File: config.mk
export PLATFORM = sky130hd
export DESIGN_NAME = least_loaded_pool_allocator
export DESIGN_NICKNAME = d
export VERILOG_FILES = /design/src/hdl/llpa_pkg.sv /design/src/hdl/llpa_cell.sv /design/src/hdl/least_loaded_pool_allocator.sv
export SDC_FILE = /design/constraint.sdc
export NUM_CORES = 2
export LEC_CHECK = 0
export ABC_AREA = 1
export BUFFER_PORTS_ARGS = -buffer_cell sky130_fd_sc_hd__buf_2
export CORE_ASPECT_RATIO = 0.75
export CORE_MARGIN = 4
export CORE_UTILIZATION = 65
export CTS_CLUSTER_SIZE = 14
export DETAILED_ROUTE_END_ITERATION = 8
export PLACE_DENSITY = 0.82
export REMOVE_ABC_BUFFERS = 1
export SLEW_MARGIN = 25
export SYNTH_ARGS = -nofsm -noshare
export SYNTH_HDL_FRONTEND = slang
export SYNTH_SLANG_ARGS = --single-unit
export TNS_END_PERCENT = 100
File: constraint.sdc
create_clock -name i_clk -period 9.5 [get_ports i_clk]
set_clock_uncertainty 0.1 [all_clocks]
set_input_delay 1.9 -clock i_clk [delete_from_list [all_inputs] [get_ports i_clk]]
set_output_delay 1.9 -clock i_clk [all_outputs]
set_load 0.05 [all_outputs]
File: src/hdl/llpa_pkg.sv
`timescale 1ns / 1ps
// ----------------------------------------------------------------------------
// llpa_pkg: shared types and constants of the least-loaded pool allocator
// Holds the transfer payload structs, the opcode and cell command codes, and
// the fixed field widths used by the cells and the top level.
// ----------------------------------------------------------------------------
package llpa_pkg;

    localparam int CNT_W       = 16;
    localparam int OPEN_W      = 5;
    localparam int SLOT_W      = 4;
    localparam int MAX_CH_DEF  = 16;

    localparam logic [OPEN_W-1:0] MAX_CH_RESET = 5'd16;

    typedef enum logic [1:0] {
        OP_ACQUIRE = 2'd0,
        OP_DONE    = 2'd1,
        OP_RELEASE = 2'd2,
        OP_NONE    = 2'd3
    } t_opcode;

    // Command broadcast to the selected cell when an item commits.
    typedef enum logic [2:0] {
        COP_NOP  = 3'd0,
        COP_INC  = 3'd1,
        COP_SET1 = 3'd2,
        COP_DEC  = 3'd3,
        COP_CLR  = 3'd4
    } t_cell_op;

    typedef struct packed {
        t_opcode           opcode;
        logic [SLOT_W-1:0] slot_index;
        logic              slot_failed;
    } t_in_item;

    typedef struct packed {
        logic [SLOT_W-1:0] grant_index;
        logic              opened_new;
        logic              slot_replaced;
        logic [OPEN_W-1:0] open_slots;
        logic [CNT_W-1:0]  handles_out;
    } t_out_item;

    // Running minimum handed from cell to cell during a scan.
    typedef struct packed {
        logic             found;
        logic [CNT_W-1:0] cnt;
    } t_best;

endpackage

File: src/hdl/llpa_cell.sv
`timescale 1ns / 1ps
// ----------------------------------------------------------------------------
// llpa_cell: one slot of the pool
// Holds the in-use count of one slot. During a scan it folds its count into
// the running minimum passed from its left neighbor and registers the result
// for the next cell. On a commit it applies the broadcast command if selected.
// ----------------------------------------------------------------------------
module llpa_cell
    import llpa_pkg::*;
#(
    parameter int IDX = 0,
    parameter int IW  = 4
) (
    input  logic              i_clk,
    input  logic              i_rst_n,
    input  logic              i_tok,
    input  t_best             i_best,
    input  logic [IW-1:0]     i_best_idx,
    input  logic [OPEN_W-1:0] i_open,
    input  logic              i_sel,
    input  t_cell_op          i_op,
    output logic              o_tok,
    output t_best             o_best,
    output logic [IW-1:0]     o_best_idx
);

    logic [CNT_W-1:0] r_cnt;
    logic [CNT_W-1:0] n_cnt;
    logic             r_tok;
    t_best            r_best;
    logic [IW-1:0]    r_best_idx;
    logic             w_active;
    logic             w_take;

    assign w_active = (32'(IDX) < 32'(i_open));
    assign w_take   = w_active && (!i_best.found || (r_cnt < i_best.cnt));

    always_comb begin
        n_cnt = r_cnt;
        if (i_sel) begin
            case (i_op)
                COP_INC:  n_cnt = (r_cnt == '1) ? r_cnt : r_cnt + 1'b1;
                COP_SET1: n_cnt = CNT_W'(1);
                COP_DEC:  n_cnt = (r_cnt == '0) ? r_cnt : r_cnt - 1'b1;
                COP_CLR:  n_cnt = '0;
                default:  n_cnt = r_cnt;
            endcase
        end
    end

    always_ff @(posedge i_clk) begin
        if (!i_rst_n) begin
            r_cnt <= '0;
            r_tok <= 1'b0;
        end else begin
            r_cnt <= n_cnt;
            r_tok <= i_tok;
        end
    end

    always_ff @(posedge i_clk) begin
        if (i_tok) begin
            if (w_take) begin
                r_best.found <= 1'b1;
                r_best.cnt   <= r_cnt;
                r_best_idx   <= IW'(IDX);
            end else begin
                r_best     <= i_best;
                r_best_idx <= i_best_idx;
            end
        end
    end

    assign o_tok      = r_tok;
    assign o_best     = r_best;
    assign o_best_idx = r_best_idx;

endmodule

File: src/hdl/least_loaded_pool_allocator.sv
`timescale 1ns / 1ps
// ----------------------------------------------------------------------------
// least_loaded_pool_allocator: least-loaded slot allocator over a cell chain
// Keeps per-slot in-use counts in a row of cells, the number of open slots
// and the outstanding handle total, and answers acquire, done and release
// operations with one result each.
// ----------------------------------------------------------------------------
//
//  Channel  Direction  Handshake                  Payload
//  in       input      i_in_valid / o_in_stall    i_in_data  (t_in_item)
//  out      output     o_out_valid / i_out_stall  o_out_data (t_out_item)
//  cfg      input      i_cfg_valid / o_cfg_ready  i_cfg_data (max_channels)
//
//  An acquire passes through the scan state between its transfer and its
//  commit, since the minimum search walks the cell chain one cell per cycle.
//  Done, release and no-op items go straight from transfer to the commit state.
//  The result sits in an output register, so a new item is taken while it
//  waits; a commit waits only when that register is full and stalled.
//  Synchronous active-low reset clears the state, counts and output valid, and sets max_channels to 16.
// ----------------------------------------------------------------------------
module least_loaded_pool_allocator
    import llpa_pkg::*;
#(
    parameter int MAX_CHANNELS = MAX_CH_DEF
) (
    input  logic              i_clk,
    input  logic              i_rst_n,
    input  logic              i_in_valid,
    output logic              o_in_stall,
    input  t_in_item          i_in_data,
    output logic              o_out_valid,
    input  logic              i_out_stall,
    output t_out_item         o_out_data,
    input  logic              i_cfg_valid,
    output logic              o_cfg_ready,
    input  logic [OPEN_W-1:0] i_cfg_data
);

    localparam int IW = (MAX_CHANNELS > 1) ? $clog2(MAX_CHANNELS) : 1;

    typedef enum logic [2:0] {
        ST_IDLE   = 3'b001,
        ST_SCAN   = 3'b010,
        ST_COMMIT = 3'b100
    } t_state;

    t_state            r_state, n_state;
    t_in_item          r_item;
    logic              r_start;
    logic [OPEN_W-1:0] r_open, n_open;
    logic [CNT_W-1:0]  r_handles, n_handles;
    logic [OPEN_W-1:0] r_max_ch;
    logic              r_out_vld;
    t_out_item         r_out, n_out;

    logic                    w_in_xfer;
    logic                    w_fire;
    logic [OPEN_W-1:0]       w_limit;
    logic                    w_open_new;
    logic [31:0]             w_target;
    logic                    w_target_en;
    t_cell_op                w_op;
    logic [MAX_CHANNELS-1:0] w_sel;
    logic                    w_done_ok;

    logic                    w_tok   [MAX_CHANNELS+1];
    t_best                   w_best  [MAX_CHANNELS+1];
    logic [IW-1:0]           w_bidx  [MAX_CHANNELS+1];

    assign o_in_stall  = (r_state != ST_IDLE);
    assign o_cfg_ready = 1'b1;
    assign w_in_xfer   = i_in_valid && !o_in_stall;
    assign w_fire      = (r_state == ST_COMMIT) && (!r_out_vld || !i_out_stall);

    // Head of the chain: an empty running minimum, started once per acquire.
    assign w_tok[0]  = r_start;
    assign w_best[0] = '0;
    assign w_bidx[0] = '0;

    genvar g;
    generate
        for (g = 0; g < MAX_CHANNELS; g++) begin : g_cell
            llpa_cell #(
                .IDX (g),
                .IW  (IW)
            ) u_cell (
                .i_clk      (i_clk),
                .i_rst_n    (i_rst_n),
                .i_tok      (w_tok[g]),
                .i_best     (w_best[g]),
                .i_best_idx (w_bidx[g]),
                .i_open     (r_open),
                .i_sel      (w_sel[g]),
                .i_op       (w_op),
                .o_tok      (w_tok[g+1]),
                .o_best     (w_best[g+1]),
                .o_best_idx (w_bidx[g+1])
            );
            assign w_sel[g] = w_fire && w_target_en && (w_target == 32'(g));
        end
    endgenerate

    assign w_limit = (32'(r_max_ch) > 32'(MAX_CHANNELS)) ? OPEN_W'(MAX_CHANNELS) : r_max_ch;

    // A new slot opens when nothing is open, or when the least count is
    // nonzero and the limit still leaves room.
    assign w_open_new = !w_best[MAX_CHANNELS].found ||
                        ((w_best[MAX_CHANNELS].cnt != '0) && (r_open < w_limit));

    assign w_done_ok = (32'(r_item.slot_index) < 32'(r_open)) &&
                       (32'(r_item.slot_index) < 32'(MAX_CHANNELS));

    always_comb begin
        w_target    = 32'(r_item.slot_index);
        w_target_en = 1'b0;
        w_op        = COP_NOP;
        n_open      = r_open;
        n_handles   = r_handles;
        n_out       = '0;
        unique case (r_item.opcode)
            OP_ACQUIRE: begin
                w_target_en = 1'b1;
                if (w_open_new) begin
                    w_target = 32'(r_open);
                    w_op     = COP_SET1;
                    n_open   = r_open + 1'b1;
                end else begin
                    w_target = 32'(w_bidx[MAX_CHANNELS]);
                    w_op     = COP_INC;
                end
                n_handles         = (r_handles == '1) ? r_handles : r_handles + 1'b1;
                n_out.grant_index = w_target[SLOT_W-1:0];
                n_out.opened_new  = w_open_new;
            end
            OP_DONE: begin
                w_target_en         = w_done_ok;
                w_op                = r_item.slot_failed ? COP_CLR : COP_DEC;
                n_out.slot_replaced = w_done_ok && r_item.slot_failed;
            end
            OP_RELEASE: begin
                n_handles = (r_handles == '0) ? r_handles : r_handles - 1'b1;
            end
            OP_NONE: begin
                w_op = COP_NOP;
            end
            default: begin
                w_op = COP_NOP;
            end
        endcase
        n_out.open_slots  = n_open;
        n_out.handles_out = n_handles;
    end

    always_comb begin
        n_state = r_state;
        unique case (r_state)
            ST_IDLE: begin
                if (w_in_xfer) begin
                    n_state = (i_in_data.opcode == OP_ACQUIRE) ? ST_SCAN : ST_COMMIT;
                end
            end
            ST_SCAN: begin
                if (w_tok[MAX_CHANNELS]) begin
                    n_state = ST_COMMIT;
                end
            end
            ST_COMMIT: begin
                if (w_fire) begin
                    n_state = ST_IDLE;
                end
            end
            default: n_state = ST_IDLE;
        endcase
    end

    always_ff @(posedge i_clk) begin
        if (!i_rst_n) begin
            r_state   <= ST_IDLE;
            r_start   <= 1'b0;
            r_open    <= '0;
            r_handles <= '0;
            r_max_ch  <= MAX_CH_RESET;
            r_out_vld <= 1'b0;
        end else begin
            r_state <= n_state;
            r_start <= w_in_xfer && (i_in_data.opcode == OP_ACQUIRE);
            if (i_cfg_valid && o_cfg_ready) begin
                r_max_ch <= i_cfg_data;
            end
            if (w_fire) begin
                r_open    <= n_open;
                r_handles <= n_handles;
                r_out_vld <= 1'b1;
            end else if (!i_out_stall) begin
                r_out_vld <= 1'b0;
            end
        end
    end

    always_ff @(posedge i_clk) begin
        if (w_in_xfer) begin
            r_item <= i_in_data;
        end
        if (w_fire) begin
            r_out <= n_out;
        end
    end

    assign o_out_valid = r_out_vld;
    assign o_out_data  = r_out;

    // Opening a slot must never run past the end of the cell chain.
    a_open_in_range: assert property (@(posedge i_clk) disable iff (!i_rst_n)
        (w_fire && (r_item.opcode == OP_ACQUIRE) && w_open_new)
            |-> (32'(r_open) < 32'(MAX_CHANNELS)))
        else $error("acquire opened a slot beyond the cell chain");

    a_one_cell: assert property (@(posedge i_clk) disable iff (!i_rst_n)
        $onehot0(w_sel))
        else $error("more than one cell selected for a commit");

    // A fresh result appears only after a commit.
    a_out_after_commit: assert property (@(posedge i_clk) disable iff (!i_rst_n)
        (o_out_valid && !$past(o_out_valid)) |-> $past(r_state == ST_COMMIT))
        else $error("result appeared without a commit");

    // The scan result arrives only while an acquire is scanning.
    a_scan_end: assert property (@(posedge i_clk) disable iff (!i_rst_n)
        w_tok[MAX_CHANNELS] |-> (r_state == ST_SCAN))
        else $error("scan finished outside of an acquire");

endmodule
Word-level counts from Yosys, hierarchy flattened
Cells that the tools add are included.
{ "word_totals": {"input_bits": 17, "output_inout_bits": 30, "ff_bits": 658, "word_cells": 435} }
{ "classes": {"n_reduce_logical": 112, "add_sub_neg": 35, "order_cmp": 34, "n_eq_ne": 78, "muxes": 83} }
{ "op_table": {"columns": ["op", "n"], "rows": [
  ["$pmux 16 s4", 16],
  ["$mux 16", 49],
  ["$add 16x1->16 const B", 17],
  ["$eq 16x16->1 const B", 17],
  ["$logic_not 16->1", 17],
  ["$sub 16x1->16 const B", 17],
  ["$eq 32x4->1 const B", 8],
  ["$lt 16x16->1", 15],
  ["$eq 32x3->1 const B", 4],
  ["$ne 2x2->1 const B", 34],
  ["$eq 32x2->1 const B", 2],
  ["$reduce_and 4->1", 16],
  ["$lt 4x5->1 const A", 8],
  ["$logic_and 1x1->1", 37],
  ["$eq 32x1->1 const B", 1],
  ["$logic_not 32->1", 1],
  ["$pmux 16 s2", 1],
  ["$mux 5", 5],
  ["$lt 3x5->1 const A", 4],
  ["$logic_not 1->1", 19],
  ["$logic_or 1x1->1", 17],
  ["$mux 17", 1],
  ["$reduce_bool 16->1", 1],
  ["$mux 3", 5],
  ["other kinds (21)", 30]
]} }

Depth between registers and ports, before layout
{ "logic_depth": {"word_depth": 10, "ltp_mapped": 21, "depth_no_buf": 20} }

Modules after synthesis
Synthesis repeated with hierarchy kept, for this count alone.
{ "hier_totals": {"cells_unflattened": 7332, "hier_area_um2": 51982.4} }
{ "modules_own_cells": {"columns": ["mod", "cells_each", "area_each_um2", "seq_area_each_um2", "instances"], "rows": [
  ["least_loaded_pool_allocator", 585, 4340.4, 1641.6, 1],
  ["llpa_cell at g_cell[6].u_cell", 427, 3076.7, 970.9, 1],
  ["llpa_cell at g_cell[12].u_cell", 426, 3066.7, 970.9, 1],
  ["llpa_cell at g_cell[3].u_cell", 427, 3051.7, 970.9, 1],
  ["llpa_cell at g_cell[14].u_cell", 419, 3040.4, 970.9, 1],
  ["llpa_cell at g_cell[9].u_cell", 433, 3005.4, 970.9, 1],
  ["llpa_cell at g_cell[7].u_cell", 426, 2999.1, 970.9, 1],
  ["llpa_cell at g_cell[0].u_cell", 414, 2995.4, 970.9, 1],
  ["llpa_cell at g_cell[5].u_cell", 423, 2975.4, 970.9, 1],
  ["llpa_cell at g_cell[10].u_cell", 425, 2967.8, 970.9, 1],
  ["llpa_cell at g_cell[4].u_cell", 421, 2956.6, 970.9, 1],
  ["llpa_cell at g_cell[1].u_cell", 421, 2946.6, 970.9, 1],
  ["llpa_cell at g_cell[11].u_cell", 423, 2937.8, 970.9, 1],
  ["llpa_cell at g_cell[8].u_cell", 418, 2931.6, 970.9, 1],
  ["+3 rows", null, null, null, null]
]} }

Least setup slack after synthesis
Ideal clock, no wire load.
{ "synth_timing": {"path_kind": "reg2reg", "from": "reg r_item[5] (netlist bit)", "to": "reg g_cell[11].u_cell.r_cnt[11]", "setup_time_ns": 0.070, "path_stages_with_launch": 17, "path_buffers": 1, "slack_ns": 2.276, "period_less_slack_ns": 7.224, "arrival_time_ns": 7.053, "required_ns": 9.330, "cell_sequence": "edfxtp_1 -> buf_4 -> inv_2 -> nor2_1 -> nand2_1 -> inv_1 -> ha_1 -> a21oi_1 -> nand2_1 -> a21boi_0 -> o21ai_0 -> nand2_1 -> nand2_1 -> nand2_1 -> nor3b_1 -> nand2_1 -> a21oi_1"} }
{ "synth_between": {"elab_chain_cells": 5, "word_cells_on_any_way": 17, "classes_between": "eq/ne: 8; mux: 4; reduce/logical: 5"} }
{ "synth_rtl": {"columns": ["item", "line_no", "text"], "rows": [
  ["start, declared", "least_loaded_pool_allocator.sv:48", "t_in_item r_item;"],
  ["start signal, assigned", "least_loaded_pool_allocator.sv:202", "r_item <= i_in_data;"],
  ["$eq 2x1->1 or $logic_not 2->1 (tied branches)", "least_loaded_pool_allocator.sv:120", "unique case (r_item.opcode)"],
  ["$pmux 3 s2, or another cell as far along", "least_loaded_pool_allocator.sv:120", null],
  ["$eq 3x2->1, or another cell as far along", "llpa_cell.sv:41", "case (i_op)"],
  ["$ne 2x2->1 (no line), or another cell as far along", null, null],
  ["$reduce_and 4->1 (no line)", null, null],
  ["end signal, assigned", "llpa_cell.sv:56", "r_cnt <= n_cnt;"],
  ["end, declared", "llpa_cell.sv:27", "logic [CNT_W-1:0] r_cnt;"]
]} }
Several ways; a longest one is shown, not always the timed one.
A chain may end at the register's enable or synchronous reset.

Final worst setup path
{ "layout_timing": {"from": "in i_out_stall", "to": "reg g_cell[3].u_cell.r_cnt[6]"} }
{ "layout_between": {"elab_chain_cells": 6} }
{ "layout_rtl": {"columns": ["item", "line_no", "text"], "rows": [
  ["start, declared", "least_loaded_pool_allocator.sv:32", "input logic i_out_stall,"],
  ["$logic_not 1->1", null, null],
  ["$logic_or 1x1->1", "least_loaded_pool_allocator.sv:73", "assign w_fire = (r_state == ST_COMMIT) && (!r_out_vld || !i_out_stall);"],
  ["$logic_and 1x1->1", "least_loaded_pool_allocator.sv:73", null],
  ["via w_fire", "least_loaded_pool_allocator.sv:57", "logic w_fire;"],
  ["$logic_and 1x1->1 (2 in series)", "least_loaded_pool_allocator.sv:99", "assign w_sel[g] = w_fire && w_target_en && (w_target == 32'(g));"],
  ["$reduce_and 4->1 (no line)", null, null],
  ["end signal, assigned", "llpa_cell.sv:56", null],
  ["end, declared", "llpa_cell.sv:27", null]
]} }
The timed path passes the listed nets, and every way through them passes these cells.

==> impl_results.md <==
* Result of the run: complete, no violations
* Cell area after layout at 48800 µm²
* Ports placed on the boundary at 47
* Share of async-settable or async-resettable flops after synthesis at 0%
* Share of layout cells above drive strength 1 at 4.641%
* Measured slew at the worst slew-check pin at 1076 ps
* Path depth of the worst reg2reg path at 17
* Overall global routing resource usage at 32.24%
* Post-synthesis sequential area ratio at 36.74%
* CP startpoint kind: input port
* Capture point of the worst reg-to-reg path: g_cell[0].u_cell.r_cnt[15]
* Highest clock frequency the design can meet at 207.7 MHz
* Reg-to-reg startpoint: r_item[5]
* Overflow after GRT at 0
* TritonCTS buffer count at 69
* Max transition margin at 28.29%
* Mapped Area at 45520 µm²
* Area fraction of the dominant cell type after synthesis at 23.42%
* PnR Total Power at 6.717 mW
* Required time at the endpoint of the critical path at 9910 ps
* Worst hold-check slack at 388.7 ps
* Critical Path AT at 5230 ps
* Placed instance area at 46400 µm²
* Cell type with the highest aggregate area in the netlist: edfxtp_1
* Total of hold buffers inserted after clock tree synthesis at 0
* Number of synthesized flops with an enable pin at 355
* Setup slack of the worst register-to-register path at 4750 ps
* Synth Area per Inst at 7.582 µm²
* Resized cells post-CTS at 0
* Die Footprint at 74380 µm²
* ANT nets after route at 0
* Most frequently used cell type in the post-synthesis netlist: nand2_1
* Overall die height at 237.2 µm
* Max-cap violations at 0
* Register bit total from synthesis at 658
* Wire per inst at 17.54 µm
* Std-Cell Core Area at 68960 µm²
* Main area contributors after synthesis: edfxtp_1 (23%), dfxtp_1 (13%), ha_1 (13%)
* Category of the worst setup path capture point: flip-flop
* Buffers inserted during post-CTS setup optimization at 0
* Path type of the worst min-delay path: flip-flop to flip-flop
* Port Buffers at 45
* Source of the critical timing path: i_out_stall
* Maximum buffer depth of the clock tree at 3
* HPWL reported at the end of detailed placement at 88.30 mm
* Pre-CTS setup slack at 4213 ps
* Pin count of the biggest net entering global routing at 130
* Initial Utilization at 66.02%
* Yosys synthesis warning count at 0
* Routability cong. at 0.9660
* Worst Setup Path Type: input port to flip-flop
* Final setup viols at 0
* Clk_lat worst skew at 630 ps
* Leak at 22.30 nW
* Area growth, synth to finish at 7.187%
* Max FO, Critical Path at 34
* Gate count of the mapped netlist at 6004
* Power density of the placed cells at 137.7 nW/µm²
* Commonest cells in the netlist: nand2_1 (1373), inv_1 (761), a21oi_1 (642), ha_1 (460)
* Worst Slack Setup Final at 4686 ps
* Time the worst path needs with I/O delays and setup at 4814 ps
* Total via count after detailed routing at 41560
* Unrepaired setup endpoints after global routing: false
* Clock input transition at the sequential cells of the worst setup and hold paths at 60 ps
* Primary flip-flop cell chosen by synthesis mapping: edfxtp_1
* Buffer cell driving the clock tree root: clkbuf_16
* Fill cell count at 5608
* DR vias/cell at 5.962
* Row count at 83
* # H-tree levels at 3
* Number of global-route vias before repair at 38240
* Final count of hold timing violations at 0
* Fin. max-slew vios at 0
* Post-route clock period utilization at 50.68%
* TritonCTS clock tree: done
* Total number of clock tree sinks at 658
* DRC violation total after the first TritonRoute iteration at 4556
* Antenna violations before repair at 4
* Total negative setup slack at 0 ps
* Pre-antenna DRT Iters at 6
* Global-route wire length before repair at 197.1 mm
* Max IR drop VDD at 0.0001126 V
* Routed wire length at 122.3 mm
* Final-stage net count at 6470
* Setup crit end: g_cell[3].u_cell.r_cnt[6]
* Total DRC errors in the routed layout at 0
* Distinct cells, synth at 48
* Horizontal extent of the die at 313.6 µm
worst min-delay path by stage:
stage          slack [ps]                             end  cells after the start                      startpoint
2_1_floorplan         360     g_cell[11].u_cell.r_cnt[15]                      2     g_cell[11].u_cell.r_cnt[15]
3_3_place_gp          380                     r_max_ch[2]                      2                     r_max_ch[2]
3_5_place_dp          380                     o_out_valid                      2                     o_out_valid
4_1_cts               390                     o_out_valid                      2                     o_out_valid
5_1_grt               420  g_cell[6].u_cell.o_best_idx[2]                      1  g_cell[5].u_cell.o_best_idx[2]
6_report              390                     o_out_valid                      2                     o_out_valid
report_power, final:
group / switching, mW / internal [mW]
combinational: 0.605 / 0.212
sequential: 0.0254 / 3.02
clock: 1.19 / 1.67
total: 1.82 / 4.90
sequential cells by signal (all words and copies together) (netlist names):
signal	cells
r_open	5
r_max_ch	5
g_cell.u_cell.o_best	272
r_handles	16
g_cell.u_cell.o_best_idx	49
g_cell.u_cell.r_cnt	256
r_state	3
o_out_valid	1
g_cell.u_cell.o_tok	16
r_item	7
r_start	1
o_out_data	27
critical path: stages:
cell and delay (ps):
buf_2 100, nand2_1 70, inv_1 70, nor2_4 760
nand2_1 180, a21oi_2 280, nand2_2 210, inv_2 150
nand2_1 100, nor2_4 540, nand3_2 520, nor2_1 250
nor2_1 70
routing by layer:
layer / track usage, % / routed length [µm] / part of all wire, % / vias up
li1: - / - / - / 20280
met1: 46.71 / 54450 / 45 / 19210
met2: 49.25 / 52240 / 43 / 1814
met3: 6.450 / 12170 / 10 / 257
met4: 9.294 / 3416 / 2.8 / 2
met5: 0 / 13 / 0.011 / -
cell type report:
| type | instances | area, µm² | area share, % |
|---|---|---|---|
| Multi-Input combinational cell | 4411 | 25220 | 51.69 |
| Sequential cell | 658 | 16730 | 34.29 |
| Inverter | 776 | 2928 | 6.000 |
| Clock buffer | 91 | 1937 | 3.969 |
| Tap cell | 935 | 1170 | 2.397 |
| Clock inverter | 36 | 416.7 | 0.8538 |
| Timing Repair Buffer | 61 | 380.4 | 0.7795 |
| Antenna cell | 4 | 10.01 | 0.02051 |
per-stage QoR:
stage	cells	utilization [%]
after floorplan	5845	-
after global placement	6840	67.28
after detailed placement	6840	67.29
after CTS	6967	70.70
after global routing	6969	70.75
final	6972	70.77
placed cells by master (no fill, tap or decap), types with 74 or more instances in the layout:
| cell type | n |
|---|---|
| o21ai_0 | 442 |
| nor2_1 | 438 |
| nand3_1 | 300 |
| inv_1 | 760 |
| ha_1 | 460 |
| xor2_1 | 115 |
| nor3_1 | 75 |
| nand4_1 | 155 |
| dfxtp_1 | 299 |
| clkbuf_16 | 74 |
| edfxtp_1 | 355 |
| nand2_1 | 1370 |
| xnor2_1 | 78 |
| a21oi_1 | 642 |
cell families after synthesis:
| logic type | synth area share (%) |
|---|---|
| adder cells (fa/ha/maj) | 13.35 |
| other | 0.008237 |
| buffers and inverters | 7.902 |
| AO/OA/AOI/OAI | 14.14 |
| XOR/XNOR | 3.713 |
| AND/OR/NAND/NOR | 24.15 |
| flip-flops | 36.74 |
Power figures use the tool's default switching activity.
